[config.mk]
export PLATFORM = sky130hd
export DESIGN_NAME = ref_name_validator_top
export DESIGN_NICKNAME = d
export VERILOG_FILES = /design/src/design/nvd_pkg.sv /design/src/design/nvd_fifo.sv /design/src/design/nvd_front.sv /design/src/design/nvd_back.sv /design/src/design/ref_name_validator_top.sv
export SDC_FILE = /design/constraint.sdc
export NUM_CORES = 1
export LEC_CHECK = 0
export BUFFER_PORTS_ARGS = -buffer_cell sky130_fd_sc_hd__buf_2
export CAP_MARGIN = 20
export CORE_ASPECT_RATIO = 1.2
export CORE_MARGIN = 1.5
export CORE_UTILIZATION = 59
export CTS_CLUSTER_DIAMETER = 200
export CTS_CLUSTER_SIZE = 10
export DETAILED_ROUTE_END_ITERATION = 10
export HOLD_SLACK_MARGIN = 0.06
export MAX_ROUTING_LAYER = met4
export PLACE_DENSITY = 0.85
export SYNTH_ARGS = -nofsm -noshare
export SYNTH_HDL_FRONTEND = slang
export SYNTH_SLANG_ARGS = --single-unit
export TNS_END_PERCENT = 20
[constraint.sdc]
create_clock -name i_clk -period 3.4 [get_ports i_clk]
set_input_delay 0.51 -clock i_clk [delete_from_list [all_inputs] [get_ports i_clk]]
set_output_delay 0.51 -clock i_clk [all_outputs]
set_load 0.02 [all_outputs]
[src/design/nvd_pkg.sv]
package nvd_pkg;

    localparam int NAME_MAX_LEN_DEF = 1024;

    // Register indexes on the configuration port
    localparam logic [1:0] CFG_ALLOW_ONE_LEVEL  = 2'd0;
    localparam logic [1:0] CFG_PATTERN_MODE     = 2'd1;
    localparam logic [1:0] CFG_COLLAPSE_SLASHES = 2'd2;
    localparam logic [1:0] CFG_MAX_LENGTH       = 2'd3;

    localparam int CFG_IDX_W  = 2;
    localparam int CFG_DATA_W = 10;

    // Result kinds and status codes
    localparam logic       KIND_BYTE   = 1'b0;
    localparam logic       KIND_STATUS = 1'b1;
    localparam logic [1:0] ST_VALID    = 2'd0;
    localparam logic [1:0] ST_INVALID  = 2'd1;
    localparam logic [1:0] ST_TOO_LONG = 2'd2;

    // Characters
    localparam logic [7:0] CH_NUL    = 8'h00;
    localparam logic [7:0] CH_SPACE  = 8'h20;
    localparam logic [7:0] CH_DEL    = 8'h7F;
    localparam logic [7:0] CH_TILDE  = 8'h7E;
    localparam logic [7:0] CH_CARET  = 8'h5E;
    localparam logic [7:0] CH_COLON  = 8'h3A;
    localparam logic [7:0] CH_BSLASH = 8'h5C;
    localparam logic [7:0] CH_QUEST  = 8'h3F;
    localparam logic [7:0] CH_LBRACK = 8'h5B;
    localparam logic [7:0] CH_STAR   = 8'h2A;
    localparam logic [7:0] CH_AT     = 8'h40;
    localparam logic [7:0] CH_LBRACE = 8'h7B;
    localparam logic [7:0] CH_DOT    = 8'h2E;
    localparam logic [7:0] CH_SLASH  = 8'h2F;
    localparam logic [7:0] CH_UNDER  = 8'h5F;
    localparam logic [7:0] CH_UPPER_A = 8'h41;
    localparam logic [7:0] CH_UPPER_Z = 8'h5A;

    // ".lock" as the last five bytes of a segment
    localparam logic [39:0] LOCK_TAIL = 40'h2E6C6F636B;

    // Segment length is only compared against zero and five
    localparam int SEG_LEN_W = 3;
    localparam logic [SEG_LEN_W-1:0] SEG_LEN_SAT = 3'd5;

    localparam int FIFO_DEPTH = 4;

    typedef struct packed {
        logic                  allow_one_level;
        logic                  pattern_mode;
        logic                  collapse_slashes;
        logic [CFG_DATA_W-1:0] max_length;
    } t_cfg;

    // One queued transaction: a byte (optionally preceded by '/') or a status
    typedef struct packed {
        logic       kind;
        logic       slash;
        logic [7:0] byte_val;
        logic [1:0] status;
    } t_entry;

    function automatic logic forbidden_byte(input logic [7:0] b);
        return (b <= CH_SPACE) || (b == CH_DEL) || (b == CH_TILDE) ||
               (b == CH_CARET) || (b == CH_COLON) || (b == CH_BSLASH) ||
               (b == CH_QUEST) || (b == CH_LBRACK) || (b == CH_STAR);
    endfunction

    function automatic logic caps_or_underscore(input logic [7:0] b);
        return ((b >= CH_UPPER_A) && (b <= CH_UPPER_Z)) || (b == CH_UNDER);
    endfunction

endpackage

[src/design/nvd_fifo.sv]
module nvd_fifo
    import nvd_pkg::*;
(
    input  logic   i_clk,
    input  logic   i_rst_n,
    input  logic   i_push,
    input  t_entry i_data,
    output logic   o_full,
    input  logic   i_pop,
    output logic   o_empty,
    output t_entry o_data
);

    localparam int PW = $clog2(FIFO_DEPTH);
    localparam int CW = $clog2(FIFO_DEPTH + 1);

    t_entry         r_mem [FIFO_DEPTH];
    logic [PW-1:0]  r_wr_ptr, r_rd_ptr;
    logic [CW-1:0]  r_count;

    assign o_full  = (r_count == CW'(FIFO_DEPTH));
    assign o_empty = (r_count == '0);
    assign o_data  = r_mem[r_rd_ptr];

    always_ff @(posedge i_clk) begin
        if (i_push) begin
            r_mem[r_wr_ptr] <= i_data;
        end
    end

    always_ff @(posedge i_clk) begin
        if (!i_rst_n) begin
            r_wr_ptr <= '0;
            r_rd_ptr <= '0;
            r_count  <= '0;
        end else begin
            if (i_push) begin
                r_wr_ptr <= (r_wr_ptr == PW'(FIFO_DEPTH - 1)) ? '0 : r_wr_ptr + 1'b1;
            end
            if (i_pop) begin
                r_rd_ptr <= (r_rd_ptr == PW'(FIFO_DEPTH - 1)) ? '0 : r_rd_ptr + 1'b1;
            end
            if (i_push && !i_pop) begin
                r_count <= r_count + 1'b1;
            end else if (!i_push && i_pop) begin
                r_count <= r_count - 1'b1;
            end
        end
    end

endmodule

[src/design/nvd_front.sv]
module nvd_front
    import nvd_pkg::*;
#(
    parameter int NAME_MAX_LEN = NAME_MAX_LEN_DEF
)
(
    input  logic       i_clk,
    input  logic       i_rst_n,
    input  t_cfg       i_cfg,
    input  logic       i_in_valid,
    output logic       o_in_ready,
    input  logic [7:0] i_name_byte,
    input  logic       i_q_full,
    output logic       o_push,
    output t_entry     o_entry
);

    localparam int LW = $clog2(NAME_MAX_LEN + 1);
    localparam int CW = (LW > CFG_DATA_W) ? LW : CFG_DATA_W;

    logic                 r_at_start,   n_at_start;
    logic                 r_pending,    n_pending;
    logic [SEG_LEN_W-1:0] r_seg_len,    n_seg_len;
    logic [7:0]           r_prev,       n_prev;
    logic [39:0]          r_tail,       n_tail;
    logic [1:0]           r_seg_count,  n_seg_count;
    logic                 r_first_caps, n_first_caps;
    logic                 r_seg_caps,   n_seg_caps;
    logic                 r_seg_us,     n_seg_us;
    logic                 r_seg_bad,    n_seg_bad;
    logic                 r_seg_star,   n_seg_star;
    logic                 r_wild,       n_wild;
    logic [LW-1:0]        r_out_len,    n_out_len;
    logic                 r_err,        n_err;

    logic accept;

    assign o_in_ready = !i_q_full;
    assign accept     = i_in_valid && o_in_ready;

    always_comb begin
        logic          seg_empty;
        logic          c_err;
        logic          c_wild;
        logic          c_first_caps;
        logic [1:0]    c_count;
        logic          z_err;
        logic [CW-1:0] limit;
        logic [LW:0]   len_sum;
        logic [7:0]    b;

        b = i_name_byte;

        n_at_start   = r_at_start;
        n_pending    = r_pending;
        n_seg_len    = r_seg_len;
        n_prev       = r_prev;
        n_tail       = r_tail;
        n_seg_count  = r_seg_count;
        n_first_caps = r_first_caps;
        n_seg_caps   = r_seg_caps;
        n_seg_us     = r_seg_us;
        n_seg_bad    = r_seg_bad;
        n_seg_star   = r_seg_star;
        n_wild       = r_wild;
        n_out_len    = r_out_len;
        n_err        = r_err;

        o_push  = 1'b0;
        o_entry = '{kind: KIND_BYTE, slash: 1'b0, byte_val: b, status: ST_VALID};

        // Judge the segment that closes on a separator or terminator
        seg_empty    = (r_seg_len == '0);
        c_err        = r_err;
        c_wild       = r_wild;
        c_first_caps = r_first_caps;
        c_count      = r_seg_count;
        if (seg_empty) begin
            if (!i_cfg.collapse_slashes) begin
                c_err = 1'b1;
            end
        end else begin
            if (r_seg_bad || ((r_seg_len >= SEG_LEN_SAT) && (r_tail == LOCK_TAIL))) begin
                if (i_cfg.pattern_mode && !r_wild && r_seg_star) begin
                    c_wild = 1'b1;
                end else begin
                    c_err = 1'b1;
                end
            end
            if (r_seg_count == 2'd0) begin
                c_first_caps = r_seg_caps && !r_seg_us && (r_prev != CH_UNDER);
            end
            if (r_seg_count < 2'd2) begin
                c_count = r_seg_count + 2'd1;
            end
        end

        limit = (CW'(i_cfg.max_length) > CW'(NAME_MAX_LEN - 1)) ?
                CW'(NAME_MAX_LEN - 1) : CW'(i_cfg.max_length);
        len_sum = {1'b0, r_out_len} + (r_pending ? (LW+1)'(2) : (LW+1)'(1));

        z_err = c_err || seg_empty || (r_prev == CH_DOT);
        if (c_count == 2'd1) begin
            if (!i_cfg.allow_one_level) begin
                z_err = 1'b1;
            end else if (!(c_first_caps || (i_cfg.pattern_mode && r_seg_star))) begin
                z_err = 1'b1;
            end
        end else if ((c_count == 2'd2) && c_first_caps) begin
            z_err = 1'b1;
        end

        if (accept) begin
            priority if (b == CH_NUL) begin
                o_push = 1'b1;
                o_entry.kind     = KIND_STATUS;
                o_entry.byte_val = 8'h00;
                if (z_err) begin
                    o_entry.status = ST_INVALID;
                end else if (i_cfg.collapse_slashes && (CW'(r_out_len) > limit)) begin
                    o_entry.status = ST_TOO_LONG;
                end else begin
                    o_entry.status = ST_VALID;
                end
                // start over for the next name
                n_at_start   = 1'b1;
                n_pending    = 1'b0;
                n_seg_count  = 2'd0;
                n_first_caps = 1'b1;
                n_wild       = 1'b0;
                n_out_len    = '0;
                n_err        = 1'b0;
                n_seg_len    = '0;
                n_prev       = 8'h00;
                n_tail       = '0;
                n_seg_caps   = 1'b1;
                n_seg_us     = 1'b0;
                n_seg_bad    = 1'b0;
                n_seg_star   = 1'b0;
            end else if (b == CH_SLASH) begin
                n_err        = c_err || r_at_start;
                n_at_start   = 1'b0;
                n_wild       = c_wild;
                n_first_caps = c_first_caps;
                n_seg_count  = c_count;
                n_pending    = r_pending || (c_count != 2'd0);
                n_seg_len    = '0;
                n_prev       = 8'h00;
                n_tail       = '0;
                n_seg_caps   = 1'b1;
                n_seg_us     = 1'b0;
                n_seg_bad    = 1'b0;
                n_seg_star   = 1'b0;
            end else begin
                n_at_start = 1'b0;
                if (seg_empty) begin
                    if (b == CH_DOT) begin
                        n_seg_bad = 1'b1;
                    end
                    n_seg_us   = (b == CH_UNDER);
                    n_seg_star = (b == CH_STAR);
                end else begin
                    n_seg_star = 1'b0;
                end
                if (forbidden_byte(b) ||
                    ((r_prev == CH_DOT) && (b == CH_DOT)) ||
                    ((r_prev == CH_AT) && (b == CH_LBRACE))) begin
                    n_seg_bad = 1'b1;
                end
                if (!caps_or_underscore(b)) begin
                    n_seg_caps = 1'b0;
                end
                if (r_seg_len < SEG_LEN_SAT) begin
                    n_seg_len = r_seg_len + 1'b1;
                end
                n_tail = {r_tail[31:0], b};
                n_prev = b;

                o_push        = 1'b1;
                o_entry.slash = r_pending;
                n_pending     = 1'b0;
                n_out_len = (len_sum > (LW+1)'(NAME_MAX_LEN)) ?
                            LW'(NAME_MAX_LEN) : len_sum[LW-1:0];
            end
        end
    end

    always_ff @(posedge i_clk) begin
        if (!i_rst_n) begin
            r_at_start   <= 1'b1;
            r_pending    <= 1'b0;
            r_seg_len    <= '0;
            r_prev       <= 8'h00;
            r_tail       <= '0;
            r_seg_count  <= 2'd0;
            r_first_caps <= 1'b1;
            r_seg_caps   <= 1'b1;
            r_seg_us     <= 1'b0;
            r_seg_bad    <= 1'b0;
            r_seg_star   <= 1'b0;
            r_wild       <= 1'b0;
            r_out_len    <= '0;
            r_err        <= 1'b0;
        end else begin
            r_at_start   <= n_at_start;
            r_pending    <= n_pending;
            r_seg_len    <= n_seg_len;
            r_prev       <= n_prev;
            r_tail       <= n_tail;
            r_seg_count  <= n_seg_count;
            r_first_caps <= n_first_caps;
            r_seg_caps   <= n_seg_caps;
            r_seg_us     <= n_seg_us;
            r_seg_bad    <= n_seg_bad;
            r_seg_star   <= n_seg_star;
            r_wild       <= n_wild;
            r_out_len    <= n_out_len;
            r_err        <= n_err;
        end
    end

endmodule

[src/design/nvd_back.sv]
module nvd_back
    import nvd_pkg::*;
(
    input  logic       i_clk,
    input  logic       i_rst_n,
    input  logic       i_q_empty,
    input  t_entry     i_entry,
    output logic       o_pop,
    output logic       o_out_valid,
    input  logic       i_out_ready,
    output logic       o_kind,
    output logic [7:0] o_out_byte,
    output logic [1:0] o_status,
    output logic       o_last
);

    logic       r_valid;
    logic       r_phase;
    logic       r_kind;
    logic [7:0] r_byte;
    logic [1:0] r_status;
    logic       r_last;

    logic load;
    logic emit_slash;

    // output register is free when empty or being taken this cycle
    assign load       = (!r_valid || i_out_ready) && !i_q_empty;
    assign emit_slash = i_entry.slash && !r_phase;
    assign o_pop      = load && !emit_slash;

    always_ff @(posedge i_clk) begin
        if (!i_rst_n) begin
            r_valid <= 1'b0;
            r_phase <= 1'b0;
        end else if (load) begin
            r_valid <= 1'b1;
            r_phase <= emit_slash;
        end else if (i_out_ready) begin
            r_valid <= 1'b0;
        end
    end

    always_ff @(posedge i_clk) begin
        if (load) begin
            if (emit_slash) begin
                r_kind   <= KIND_BYTE;
                r_byte   <= CH_SLASH;
                r_status <= ST_VALID;
                r_last   <= 1'b0;
            end else begin
                r_kind   <= i_entry.kind;
                r_byte   <= i_entry.byte_val;
                r_status <= i_entry.status;
                r_last   <= 1'b1;
            end
        end
    end

    assign o_out_valid = r_valid;
    assign o_kind      = r_kind;
    assign o_out_byte  = r_byte;
    assign o_status    = r_status;
    assign o_last      = r_last;

endmodule

[src/design/ref_name_validator_top.sv]
// A result passes through the queue and then the output register before it is valid on
// the output; both are registered, so no result is combinational from its input.
// The block takes one name byte per cycle while the queue is not full; a byte that follows
// a separator yields two results, a '/' and the byte, absorbed by a four-entry queue.
// Reset (synchronous, active low) returns the name state, queue and output register
// to empty and the registers to their defaults; no clearing pass is needed.
module ref_name_validator_top
    import nvd_pkg::*;
#(
    parameter int NAME_MAX_LEN = NAME_MAX_LEN_DEF
)
(
    input  logic                  i_clk,
    input  logic                  i_rst_n,
    input  logic                  i_cfg_we,
    input  logic [CFG_IDX_W-1:0]  i_cfg_idx,
    input  logic [CFG_DATA_W-1:0] i_cfg_data,
    input  logic                  i_in_valid,
    output logic                  o_in_ready,
    input  logic [7:0]            i_name_byte,
    output logic                  o_out_valid,
    input  logic                  i_out_ready,
    output logic                  o_kind,
    output logic [7:0]            o_out_byte,
    output logic [1:0]            o_status,
    output logic                  o_last
);

    t_cfg   r_cfg;
    t_entry push_entry, head_entry;
    logic   push, pop, q_full, q_empty;

    always_ff @(posedge i_clk) begin
        if (!i_rst_n) begin
            r_cfg.allow_one_level  <= 1'b1;
            r_cfg.pattern_mode     <= 1'b0;
            r_cfg.collapse_slashes <= 1'b1;
            r_cfg.max_length       <= '1;
        end else if (i_cfg_we) begin
            unique case (i_cfg_idx)
                CFG_ALLOW_ONE_LEVEL:  r_cfg.allow_one_level  <= i_cfg_data[0];
                CFG_PATTERN_MODE:     r_cfg.pattern_mode     <= i_cfg_data[0];
                CFG_COLLAPSE_SLASHES: r_cfg.collapse_slashes <= i_cfg_data[0];
                CFG_MAX_LENGTH:       r_cfg.max_length       <= i_cfg_data;
                default:              r_cfg.max_length       <= r_cfg.max_length;
            endcase
        end
    end

    nvd_front #(
        .NAME_MAX_LEN (NAME_MAX_LEN)
    ) u_front (
        .i_clk       (i_clk),
        .i_rst_n     (i_rst_n),
        .i_cfg       (r_cfg),
        .i_in_valid  (i_in_valid),
        .o_in_ready  (o_in_ready),
        .i_name_byte (i_name_byte),
        .i_q_full    (q_full),
        .o_push      (push),
        .o_entry     (push_entry)
    );

    nvd_fifo u_fifo (
        .i_clk   (i_clk),
        .i_rst_n (i_rst_n),
        .i_push  (push),
        .i_data  (push_entry),
        .o_full  (q_full),
        .i_pop   (pop),
        .o_empty (q_empty),
        .o_data  (head_entry)
    );

    nvd_back u_back (
        .i_clk       (i_clk),
        .i_rst_n     (i_rst_n),
        .i_q_empty   (q_empty),
        .i_entry     (head_entry),
        .o_pop       (pop),
        .o_out_valid (o_out_valid),
        .i_out_ready (i_out_ready),
        .o_kind      (o_kind),
        .o_out_byte  (o_out_byte),
        .o_status    (o_status),
        .o_last      (o_last)
    );

endmodule
==> results.toml <==
[status]
status = "finished clean"

[sta]
worstMarginPinSlew_ns = 0.685
skew_ns = 0.00973
period_share_pct = 75.5
drv_slew = 0
rsz0062_at_grt = "no"
setup_violations = 0
finalHoldViolCount = 0
clock.fmax_mhz = 390
fin_setup_tns_ns = 0
fin_crit_ns = 2.57
slew_headroom_pct = 54.4

[detailed_routing]
drt_first_pass_iters = 5
via_count = 4737
totalWireLength_um = 14100
drtIter0Drc = 404
antenna_left = 0
detail_route.vias_per_cell = 6.22
drcViolationCount = 0
wl_per_cell_um = 18.5

[synthesis]
syn_area_per_cell_um2 = 11.2
yosysWarnings = 0
synth_ff_type = "dfxtp_1"
synth_cells = 589
synth_fp_nets = 639
yosysSeqAreaShare_pct = 54.2
ys_async_sr_fraction_pct = 0
synth_edf_count = 60
synth_seq_cells = 149
synth_area_um2 = 6620
ys_types = 67

[place]
routabilityCongestion = 0.905
dp_hpwl_um = 9520
dp.cells = 729
port_buffers = 38

[power]
irDropWorstVdd_mv = 0.487
powerDensity_nw_per_um2 = 699
leakage_uw = 0.00289

[final_layout]
fillers = 736
antennaDiodeCount = 0
fin_cells = 761
layout-drive-gt1-share_pct = 17.8
finalNetCount = 666
utilization_pct = 67.7
area_growth_syn_to_layout_pct = 12.4

[floorplanning]
die_area_um2 = 11900
core_area_um2 = 11000
ios = 39
fp.dieH_um = 119
start_util_pct = 60.2
fp-row-count = 42
fp.dieW_um = 99.7

[grt]
overflow = 0
grt_max_degree = 38
grt_pass1_vias = 4733
antenna_found_initial = 0
grt_pass1_wl_um = 23000
grt.total_usage_pct = 25.6

[clock_network]
cts_tree = "yes"
clkSinkCount = 149
cts_resized = 0
cts_max_path_buffers = 2
hold_buffers = 0
cts_root_buffer = "clkbuf_16"
htree_levels = 4
path_clk_slew_ns = 0.06
postCtsSetupBuffers = 0
clock_latency_ns = 0.43
cts_made_buffers = 17

[worst_setup_path]
worstPathRequired_ns = 3.76
critPathKind = "flip-flop to flip-flop"
crit_fanout = 12
start_kind = "flip-flop"
worstPathArrival_ns = 2.92
cp-end-kind = "flip-flop"

[worst_hold_path]
hp-class = "primary input to flip-flop"

[run]
max-cap-violations = 0
## routing by layer
metal	track usage [%]	wire (µm)
met1	29.2	5810
met3	5.93	599
met2	43.3	7320
met5	-	0
met4	10.5	337
## synthesized netlist by cell type, drive strengths merged (3+ instances only)
cell type | number | area (µm²)
nand4 | 7 | 43.8
a31oi | 4 | 31.3
ha | 23 | 288
nand2b | 4 | 25.0
clkbuf | 18 | 67.6
xnor2 | 6 | 52.6
a21o | 8 | 60.1
and3 | 8 | 50.1
a211oi | 7 | 52.6
nand3b | 3 | 22.5
o31ai | 5 | 37.5
o21ai | 23 | 115
o21a | 3 | 30.0
nor4 | 8 | 50.1
and2 | 5 | 36.3
a21oi | 22 | 114
or3 | 5 | 31.3
nor3 | 14 | 91.3
mux4 | 12 | 270
or2 | 7 | 43.8
nor2 | 33 | 131
a22o | 38 | 333
inv | 30 | 113
o211ai | 11 | 82.6
mux2i | 6 | 60.1
buf | 19 | 126
nor2b | 11 | 68.8
nand4b | 6 | 52.6
edfxtp | 60 | 1800
nand2 | 53 | 199
dfxtp | 89 | 1780
nand3 | 11 | 60.1
## registers in the layout, summed over array words and instances (netlist names), 2 cells and up, named ones only
signal / count
u_front.r_seg_len: 3
r_cfg: 13
u_fifo.r_wr_ptr: 2
u_fifo.r_mem: 48
u_front.r_out_len: 11
u_front.r_tail: 40
u_front.r_seg_count: 2
u_back.o_status: 2
u_fifo.r_rd_ptr: 2
u_back.o_out_byte: 8
u_fifo.r_count: 3
## power breakdown
| part | internal [µW] | switching, µW |
|---|---|---|
| clock | 1100 | 762 |
| combinational | 463 | 646 |
| sequential | 2120 | 110 |
## through the flow
step           instance area (µm²)  setup slack, ns  hold WS, ns  total power, µW
5_1_grt                       7440            0.637        0.330             5420
2_1_floorplan                 6620            0.818        0.418             3060
6_report                      7440            0.833        0.307             5200
3_3_place_gp                  6840            0.828        0.432             3310
3_5_place_dp                  6840            0.697        0.457             3360
4_1_cts                       7440            0.837        0.305             5220
## worst max-delay path: stages, from the launching register on
cell,delay [ns]
dfxtp_1,0.33
buf_4,0.22
mux4_2,0.22
nor2b_1,0.15
nand2b_1,0.25
ha_1,0.24
inv_1,0.08
fa_1,0.38
xor2_1,0.16
or3_1,0.31
a21oi_1,0.14
## cell usage in the layout (no fill, tap or decap), types with 3 or more instances in the layout
master     instances
nand2b_1           4
clkinv_4           3
and3_1             8
o21ai_0           22
edfxtp_1          60
a21o_1             8
nor2_2             3
o211ai_1          11
a22o_1            38
nand2_1           53
buf_2             38
buf_4              7
nor4_1             8
nor2_1            30
inv_1             30
or3_1              5
a31oi_1            3
a211oi_1           7
nand3_1           10
nand4b_1           6
clkbuf_16         20
nand4_1            7
nor3_1            11
ha_1              23
mux2i_1            6
dfxtp_1           89
nor2b_1           11
o31ai_1            5
nand3b_1           3
or2_2              7
xnor2_1            6
inv_6              3
mux4_2            12
a21oi_1           21
and2_1             3
## cell families (layout without fill, tap and decap cells)
logic type                 count (synthesis)  after routing  synth area share (%)
xor gates and xnor gates                   8              8                  1.06
adders and majority gates                 25             25                  4.96
and+or+nand+nor                          184            184                  15.0
DFF                                      149            149                  54.2
muxes                                     19             19                  5.16
AOI/OAI and AO/OA                        137            137                  15.0
buffers and inverters                     67            107                  4.63
## layout make-up
type,instances,area [µm²],area share (%)
multi-input combinational,373,2730,36.7
timing repair buffer,45,243,3.26
clock buffer,22,518,6.97
sequential,149,3580,48.2
tap,132,165,2.22
inverter,30,113,1.51
clock inverter,10,82.6,1.11
## path summary, 6_finish.rpt
kind                            slack (ns)          startpoint  cells after the start                 end
worst min-delay path                  0.31       i_cfg_data[8]                      3            r_cfg[8]
worst max register to register        0.83           flip-flop                     10   u_fifo.r_count[2]
worst max-delay path                  0.83           flip-flop                     10   u_fifo.r_count[2]
worst min register to register        0.47  u_front.r_tail[38]                      1  u_front.r_tail[38]
(Power assumes the default switching activity.)
